$ cat src/rtl/ffha_pkg.sv
// Shared types and constants of the first-fit heap allocator.
// Used by ffha_ctrl, ffha_dp and first_fit_heap_allocator; depends on nothing.
package ffha_pkg;

  // Field widths fixed by the interface.
  localparam int unsigned SIZE_W = 21;  // pool_bytes, request_bytes, header size
  localparam int unsigned OFS_W  = 20;  // block_offset, result_offset
  localparam int unsigned ADDR_W = 22;  // byte address math, room for carry

  localparam int unsigned POOL_GRANULES_DEF = 32768;
  localparam int unsigned GRANULE_BYTES_DEF = 32;

  localparam logic [SIZE_W-1:0] POOL_BYTES_RST = 21'h100000;
  // Split only when the tail keeps a header plus this much payload.
  localparam int unsigned MIN_TAIL_BYTES = 64;

  localparam logic MODE_ALLOC = 1'b0;
  localparam logic MODE_FREE  = 1'b1;

  localparam logic ST_DONE  = 1'b0;
  localparam logic ST_NOFIT = 1'b1;

  typedef enum logic [3:0] {
    OP_NONE,
    OP_CLEAR,   // one entry of the clearing pass
    OP_START,   // latch the accepted word, issue the first header read
    OP_WALK,    // evaluate one header of the chain
    OP_SPLIT,   // write the split-off free tail
    OP_FSELF,   // check the header being freed
    OP_FNEXT,   // latch the following header
    OP_FPREV,   // latch the preceding header
    OP_FW1,     // first merge write
    OP_FW2,     // second merge write
    OP_FW3,     // third merge write
    OP_LINKRD,  // read header whose back link changes
    OP_LINKWR,  // write its back link
    OP_LOAD     // move result into the output register
  } dp_op_e;

  typedef struct packed {
    dp_op_e op;
    logic   cfg_we;
  } dp_cmd_t;

  typedef struct packed {
    logic clr_last;
    logic walk_hit;
    logic walk_miss;
    logic walk_split;
    logic free_skip;
    logic merge_any;
    logic merge_both;
    logic link_ok;
  } dp_sts_t;

endpackage

$ cat src/rtl/ffha_ctrl.sv
// Controller FSM: clearing pass, allocate walk, free/merge sequence, output hold.
// Depends on ffha_pkg; drives ffha_dp through dp_cmd_t, reads dp_sts_t.
module ffha_ctrl (
  input  logic              clk_i,
  input  logic              rst_ni,
  input  logic              cfg_valid_i,
  input  logic              in_valid_i,
  input  logic              in_mode_i,
  output logic              in_ready_o,
  output logic              out_valid_o,
  input  logic              out_ready_i,
  input  ffha_pkg::dp_sts_t sts_i,
  output ffha_pkg::dp_cmd_t cmd_o
);
  import ffha_pkg::*;

  typedef enum logic [3:0] {
    S_CLEAR, S_IDLE, S_A_WALK, S_A_SPLIT, S_F_SELF, S_F_NEXT, S_F_PREV,
    S_F_W1, S_F_W2, S_F_W3, S_LINK_RD, S_LINK_WR, S_FINISH
  } state_e;

  state_e state_q, state_d;
  logic   out_valid_q, out_valid_d;
  logic   in_acc, load;

  assign in_ready_o  = (state_q == S_IDLE) && !cfg_valid_i;
  assign in_acc      = in_valid_i && in_ready_o;
  assign load        = (state_q == S_FINISH) && (!out_valid_q || out_ready_i) && !cfg_valid_i;
  assign out_valid_o = out_valid_q;

  always_comb begin
    state_d       = state_q;
    cmd_o.op      = OP_NONE;
    cmd_o.cfg_we  = cfg_valid_i;
    out_valid_d   = out_valid_q && !out_ready_i;
    unique case (state_q)
      S_CLEAR: begin
        cmd_o.op = OP_CLEAR;
        if (sts_i.clr_last) state_d = S_IDLE;
      end
      S_IDLE: begin
        if (in_acc) begin
          cmd_o.op = OP_START;
          state_d  = (in_mode_i == MODE_FREE) ? S_F_SELF : S_A_WALK;
        end
      end
      S_A_WALK: begin
        cmd_o.op = OP_WALK;
        if (sts_i.walk_hit)       state_d = sts_i.walk_split ? S_A_SPLIT : S_FINISH;
        else if (sts_i.walk_miss) state_d = S_FINISH;
      end
      S_A_SPLIT: begin
        cmd_o.op = OP_SPLIT;
        state_d  = sts_i.link_ok ? S_LINK_WR : S_FINISH;
      end
      S_F_SELF: begin
        cmd_o.op = OP_FSELF;
        state_d  = sts_i.free_skip ? S_FINISH : S_F_NEXT;
      end
      S_F_NEXT: begin
        cmd_o.op = OP_FNEXT;
        state_d  = S_F_PREV;
      end
      S_F_PREV: begin
        cmd_o.op = OP_FPREV;
        state_d  = S_F_W1;
      end
      S_F_W1: begin
        cmd_o.op = OP_FW1;
        state_d  = sts_i.merge_any ? S_F_W2 : S_FINISH;
      end
      S_F_W2: begin
        cmd_o.op = OP_FW2;
        if (sts_i.merge_both) state_d = S_F_W3;
        else                  state_d = sts_i.link_ok ? S_LINK_RD : S_FINISH;
      end
      S_F_W3: begin
        cmd_o.op = OP_FW3;
        state_d  = sts_i.link_ok ? S_LINK_RD : S_FINISH;
      end
      S_LINK_RD: begin
        cmd_o.op = OP_LINKRD;
        state_d  = S_LINK_WR;
      end
      S_LINK_WR: begin
        cmd_o.op = OP_LINKWR;
        state_d  = S_FINISH;
      end
      S_FINISH: begin
        if (load) begin
          cmd_o.op    = OP_LOAD;
          out_valid_d = 1'b1;
          state_d     = S_IDLE;
        end
      end
      default: state_d = S_CLEAR;
    endcase
    // a pool write always restarts the clearing pass
    if (cfg_valid_i) state_d = S_CLEAR;
  end

  always_ff @(posedge clk_i or negedge rst_ni) begin
    if (!rst_ni) begin
      state_q     <= S_CLEAR;
      out_valid_q <= 1'b0;
    end else begin
      state_q     <= state_d;
      out_valid_q <= out_valid_d;
    end
  end

  a_cfg_restart: assert property (@(posedge clk_i) disable iff (!rst_ni)
    cfg_valid_i |=> (state_q == S_CLEAR))
    else $error("pool write did not restart the clearing pass");

  a_no_overwrite: assert property (@(posedge clk_i) disable iff (!rst_ni)
    (state_q == S_FINISH && out_valid_q && !out_ready_i && !cfg_valid_i)
      |=> (state_q == S_FINISH && out_valid_q))
    else $error("result loaded over a pending word");

  a_accept_branch: assert property (@(posedge clk_i) disable iff (!rst_ni)
    in_acc |=> (state_q == S_A_WALK || state_q == S_F_SELF))
    else $error("accepted word did not start an operation");

endmodule

$ cat config.mk
export PLATFORM = sky130hd
export DESIGN_NAME = ffha_ctrl
export DESIGN_NICKNAME = d
export VERILOG_FILES = /design/src/rtl/ffha_pkg.sv /design/src/rtl/ffha_ctrl.sv
export SDC_FILE = /design/constraint.sdc
export NUM_CORES = 1
export LEC_CHECK = 0
export ABC_AREA = 1
export BUFFER_PORTS_ARGS = -buffer_cell sky130_fd_sc_hd__buf_4
export CORE_AREA = 2 2 39 41
export DETAILED_ROUTE_END_ITERATION = 7
export DIE_AREA = 0 0 41 43
export HOLD_SLACK_MARGIN = 0.08
export PLACE_DENSITY = 0.72
export SLEW_MARGIN = 20
export SYNTH_ARGS = -nofsm -noshare
export SYNTH_HDL_FRONTEND = slang
export SYNTH_SLANG_ARGS = --single-unit
export TNS_END_PERCENT = 5
$ cat constraint.sdc
create_clock -name clk_i -period 1.5 [get_ports clk_i]
set_input_delay 0 -clock clk_i [delete_from_list [all_inputs] [get_ports clk_i]]
set_output_delay 0 -clock clk_i [all_outputs]
set_load 0.1 [all_outputs]
==> results.yml, run 1 <==
synth:
  synth.avg_cell_area_sq_um: 5.71
  synth.area.top_cells: "sky130_fd_sc_hd__nand2_1, sky130_fd_sc_hd__dfrtp_1, sky130_fd_sc_hd__nand3_1, sky130_fd_sc_hd__inv_1, sky130_fd_sc_hd__nor2_1"
  syn_area_sq_um: 588
  synth_seq_cells: 5
  synthesis.nets: 117
  dominantRegCellSynth: "sky130_fd_sc_hd__dfrtp_1"
  asyncSetResetFlopFracSynth: 1.00
  synthTopCellsByCount: "sky130_fd_sc_hd__nand2_1, sky130_fd_sc_hd__nand3_1, sky130_fd_sc_hd__inv_1"
  post_synthesis_cell_type_count: 17
  yosysTopAreaCellShare: 0.236
  most_repeated_cell_in_the_gate_level_netlist_after_synthesis: "sky130_fd_sc_hd__nand2_1"
  number_of_warning_messages_in_the_yosys_log: 0
  netlist.top_cell.by_area: "sky130_fd_sc_hd__nand2_1"
  syn_inst: 103
  synth_enable_flop_cells: 0
  sequential_share_of_the_synthesized_area: 0.213
power:
  p_leak_nw: 0.549
  max-vdd-ir-drop_mv: 1.67
  total_power_divided_by_cell_area_mw_per_mm2: 2420
  internal-power_w: 0.000968
  share_seq_of_total_power: 0.130
  sw_frac_of_total: 0.586
  power_switching_w: 0.00137
  pwr-share-comb: 0.802
  power.clock.fraction: 0.068
final_layout:
  antennaDiodeCount: 0
  drive_above_1_share: 0.445
  synthToLayoutAreaGrowth_pct: 64.3
  fill_cells: 133
  fin_util: 0.698
  final_stage_net_count: 152
  stdcell_count: 153
place:
  gpl.final_weighted_congestion: 0.856
  post-place-cells: 142
  placement.io_buffers: 20
  hpwl_mm: 1.37
clocking:
  clock_latency_ns: 0.24
  cts.reportedPaths.clkPinSlew_ns: 0.05
  clock_sinks: 5
  clock_path_buffers: 2
  cts.htree.levels: 1
  cts_tree: "done"
  tritoncts_buffers: 3
  cts.root.buffer_cell: "sky130_fd_sc_hd__clkbuf_4"
detailed_routing:
  drt_pre_antenna_iters: 6
  detail_route.vias_per_cell: 4.86
  wl_per_cell_um: 11.5
  dr_total_vias: 744
  drt_iter0_markers: 15
  wirelength_mm: 1.76
  postRouteAntennaNets: 0
  drcViolationCount: 0
sta:
  maxSlewHeadroom: 0.814
  timing.final.crit_period_ns: 1.44
  post_route_clock_skew_ns: 0.00410
  final-max-slew-violation-count: 0
  slew_worst_pin_ns: 0.281
  final_cycle_share: 0.958
  timing.final.hold_violations: 0
  report.final.setup_viol: 0
  fmax_mhz: 696
  grt_setup_unrepaired: "true"
floorplan:
  die_height_um: 43
  placementRows: 14
  initial_utilization: 0.425
  io_pins: 21
  fp.dieArea_sq_mm: 0.00176
  fp.coreArea_sq_mm: 0.00138
  die_x_extent_um: 41
global_route:
  grt_pass1_wl_mm: 2.88
  track_usage: 0.236
  grt_overflow: 0
  maximum_number_of_pins_on_one_net_before_global_route_repair: 8
  number_of_antenna_violations_at_the_first_check_in_global_routing: 0
  number_of_global_route_vias_before_repair: 724
worst_hold_path:
  holdCritPathClass: "primary input to asynchronous set/reset pin"
critical_path:
  worstPathMaxFanout: 5
  setup.worst_path.start_class: "register"
  worst_setup_path_end_kind: "primary output"
  criticalPathCategory: "register to primary output"
  worstPathArrival_ns: 1.44
  worst_ep_required_time_ns: 1.50
status:
  status: "finished, final reports clean"
flow_run:
  max_cap_violations: 0
final cells by class:
cell class | count | area (sq um) | area share
multi-input combinational | 82 | 453 | 0.469
timing repair buffer | 31 | 277 | 0.286
sequential | 5 | 134 | 0.139
inverter | 15 | 56.3 | 0.0583
clock buffer | 4 | 26.3 | 0.0272
tap | 16 | 20.0 | 0.0207
layout by cell type, fill, tap and decap left out, drive strengths merged:
| master | count |
|---|---|
| dlygate4sd3 | 3 |
| nand4 | 2 |
| nand3 | 18 |
| nand3b | 2 |
| buf | 28 |
| a21oi | 2 |
| dfrtp | 5 |
| inv | 15 |
| nor2 | 17 |
| nand2 | 39 |
| o21ai | 1 |
| clkbuf | 4 |
| o22ai | 1 |
worst max-delay path, cell delays in order (launching register included):
cell	delay (ns)
sky130_fd_sc_hd__dfrtp_2	0.45
sky130_fd_sc_hd__nor2_4	0.21
sky130_fd_sc_hd__buf_6	0.13
sky130_fd_sc_hd__nand2_2	0.06
sky130_fd_sc_hd__nand4_1	0.15
sky130_fd_sc_hd__buf_12	0.19
stage by stage:
step / TNS [ns] / hold WS [ns] / instance area [sq um] / total power (W) / worst slack, ns
final: 0 / 0.106 / 966 / 0.00234 / 0.0624
after global placement: 0 / -0.198 / 810 / 0.00182 / 0.125
after detailed placement: 0 / -0.195 / 810 / 0.00185 / 0.0811
after floorplan: -0.731 / -0.296 / 617 / 0.00145 / -0.324
after CTS: -0.00621 / 0.107 / 911 / 0.00220 / -0.00621
after global routing: -0.00602 / 0.122 / 966 / 0.00249 / -0.00602
worst paths after layout:
path,slack [ns],from,endpoint,cells after the start
min reg2reg,0.63,state_q[1],state_q[1],2
min,0.11,rst_ni,state_q[3],2
max reg2reg,0.09,state_q[3],state_q[3],7
max,0.06,state_q[3],cmd_o[3],5
min in group clk_i,0.14,cfg_valid_i,state_q[1],4
max in group asynchronous,1.27,rst_ni,out_valid_o,2
registers in the layout (all words and copies together), names as in the netlist:
signal / count
state_q: 4
out_valid_o: 1
power by group through the flow:
stage	Sequential (W)	Clock (W)	Combinational (W)
5_1_grt	0.000317	0.000169	0.00201
2_1_floorplan	0.000276	0	0.00118
6_report	0.000304	0.000159	0.00188
4_1_cts	0.000285	0.000160	0.00175
3_5_place_dp	0.000281	0	0.00157
3_3_place_gp	0.000279	0	0.00155
logic make-up after synthesis:
family / count (synthesis) / synth area share
AND/OR/NAND/NOR: 78 / 0.636
AO/OA/AOI/OAI: 4 / 0.0425
buffers and inverters: 16 / 0.109
flip-flops: 5 / 0.213
routing by layer:
layer  track usage  up-vias  wire length (um)
li1              -      393                 -
met1         0.277      328               707
met2         0.416       23               962
met3        0.0314        0                88
met4        0.0667        0                 0
met5             0        -                 0
what timing repair did:
action / 4_1_cts / 5_1_grt
hold buffers: 3 / 0
pin swaps: 1 / 7
setup buffers: 2 / 2
hold endpoints to repair: 9 / 0
cloned: 0 / 0
resized for setup: 9 / 11
endpoints found under the setup margin: 5 / 5
(Power assumes the default switching activity.)
==> run 2, diff against run 1 <==
GPL_TIMING_DRIVEN = 0   (was not set)
==> run 2 against run 1 <==
  * Power rose by 1.5%
  * Largest power group unchanged
  * Clock-buffer cell count did not move
  * Fmax fell by 2.0%
  * Wire length fell by 0.80%
  * Cell area rose by 2.3%
  * Register-to-register slack got worse by 0.02 ns
  * Via count rose by 5.9%
  * Largest cell class unchanged
  * Flip-flop and latch count did not move
  * Highest routed layer is now met4
  * Die area did not move
  * Non-clock buffer count rose by 2
  * Critical endpoint is now cmd_o[4]
  * Critical path type unchanged
==> results.yml, run 2 (synthesis results as in run 1) <==
place:
  dpl_cell_area_sq_um: 787
  hpwl_mm: 1.25
  placement.io_buffers: 20
  gpl.final_weighted_congestion: 0.860
global_route:
  grt_overflow: 0
  grt_pass1_wl_mm: 2.57
  number_of_global_route_vias_before_repair: 672
  maximum_number_of_pins_on_one_net_before_global_route_repair: 8
  number_of_antenna_violations_at_the_first_check_in_global_routing: 0
  track_usage: 0.214
clocking:
  tritoncts_buffers: 3
  clock_sinks: 5
  cts_tree: "done"
  cts.root.buffer_cell: "sky130_fd_sc_hd__clkbuf_4"
  cts.reportedPaths.clkPinSlew_ns: 0.05
  cts.htree.levels: 1
  clock_latency_ns: 0.26
  clock_path_buffers: 2
detailed_routing:
  postRouteAntennaNets: 0
  wl_per_cell_um: 11.3
  wirelength_mm: 1.75
  drt_iter0_markers: 32
  drt_pre_antenna_iters: 4
  drcViolationCount: 0
  dr_total_vias: 788
  detail_route.vias_per_cell: 5.08
power:
  post_layout_power_w: 0.00237
  max-vdd-ir-drop_mv: 2.28
  p_leak_nw: 0.561
  total_power_divided_by_cell_area_mw_per_mm2: 2400
final_layout:
  finalInstanceArea_sq_um: 988
  max_flop_register: "state_q"
  final_stage_net_count: 154
  mostFrequentLayoutCell: "sky130_fd_sc_hd__nand2_1"
  layout.cells.most_common_list: "sky130_fd_sc_hd__nand2_1, sky130_fd_sc_hd__buf_4, sky130_fd_sc_hd__nand3_1, sky130_fd_sc_hd__inv_1, sky130_fd_sc_hd__nor2_4"
  drive_above_1_share: 0.453
  antennaDiodeCount: 0
  synthToLayoutAreaGrowth_pct: 68.1
  number_of_flip_flops_under_the_largest_register_name: 4
  fin_util: 0.714
status:
  status: "finished, final reports clean"
floorplan:
  placementRows: 14
  io_pins: 21
  die_x_extent_um: 41
  fp.dieArea_sq_mm: 0.00176
  initial_utilization: 0.425
  die_height_um: 43
  fp.coreArea_sq_mm: 0.00138
critical_path:
  worstPathArrival_ns: 1.47
  criticalPathCategory: "register to primary output"
  cell_chain_critical_path: "buf_4, nor2_4, a21oi_1, nand2_1, buf_6"
  worst_setup_path_end_kind: "primary output"
  crit_path_start: "state_q[3]"
  cp_top_family: "flip-flops"
  rr_startpoint: "state_q[3]"
  worst_ep_required_time_ns: 1.50
  worst_path_max_delay_cell: "sky130_fd_sc_hd__dfrtp_2"
  worst_path_largest_cell_delay_ns: 0.42
  worstPathMaxFanout: 7
  worst-path-buf-inv: 2
  setup.worst_path.start_class: "register"
sta:
  maxSlewHeadroom: 0.815
  slew_worst_pin_ns: 0.279
  final_cycle_share: 0.978
  timing.hold.ws_ns: 0.0807
  grt_setup_unrepaired: "true"
  timing.final.crit_period_ns: 1.47
  final-max-slew-violation-count: 0
  fmax_mhz: 682
  timing.final.hold_violations: 0
  post_route_clock_skew_ns: 0.0118
  report.final.setup_viol: 0
flow_run:
  max_cap_violations: 0
worst_hold_path:
  holdCritPathClass: "primary input to asynchronous set/reset pin"
## run 2: path summary, 6_finish.rpt
check                      cells past startpoint          end  slack, ns
setup / recovery                               5     cmd_o[4]       0.03
hold / removal                                 2  out_valid_o       0.08
setup reg to reg                               8   state_q[1]       0.07
hold reg to reg                                2   state_q[1]       0.67
max in group asynchronous                      2   state_q[2]       1.29
min in group clk_i                             4   state_q[1]       0.16
## run 2: per-stage QoR
step | cells | setup WS, ns | TNS (ns)
3_3_place_gp | 139 | 0.0448 | 0
3_5_place_dp | 139 | 0.0237 | 0
5_1_grt | 155 | -0.0260 | -0.0425
2_1_floorplan | 103 | -0.324 | -0.731
6_report | 155 | 0.0334 | 0
4_1_cts | 149 | 0.000969 | 0
## run 2: worst register-to-register path, stage by stage (launching register included)
cell and delay (ns):
sky130_fd_sc_hd__dfrtp_2 0.42, sky130_fd_sc_hd__nor2_4 0.15, sky130_fd_sc_hd__buf_6 0.14, sky130_fd_sc_hd__buf_4 0.14
sky130_fd_sc_hd__nand3b_1 0.09, sky130_fd_sc_hd__a21oi_2 0.17, sky130_fd_sc_hd__nor2_2 0.07, sky130_fd_sc_hd__nand3_1 0.08
sky130_fd_sc_hd__nand2_1 0.07
## run 2: report_power, final
group | switching, W | internal [W]
clock | 0.0000643 | 0.000101
sequential | 0.0000904 | 0.000193
combinational | 0.00123 | 0.000699
## run 2: layout make-up
class | count | area, sq um
Clock buffer | 4 | 26.3
Buffer | 1 | 7.51
Inverter | 15 | 56.3
Sequential cell | 5 | 134
Multi-Input combinational cell | 82 | 460
Timing Repair Buffer | 32 | 284
Tap cell | 16 | 20.0
Fill cell | 126 | 395
## run 2: per-layer routing
metal,up-vias,track usage,part of all wire
met5,-,0,0
met4,0,0.100,0.016
met3,3,0.0157,0.050
met2,32,0.356,0.54
met1,355,0.261,0.39
li1,398,-,-
## run 2: repair_timing
item | in CTS | in global routing
setup buffers | 3 | 6
gates resized for setup | 13 | 8
pin swaps | 3 | 7
hold endpoints to repair | 9 | 0
hold buffers | 3 | 0
setup endpoints to repair | 5 | 8
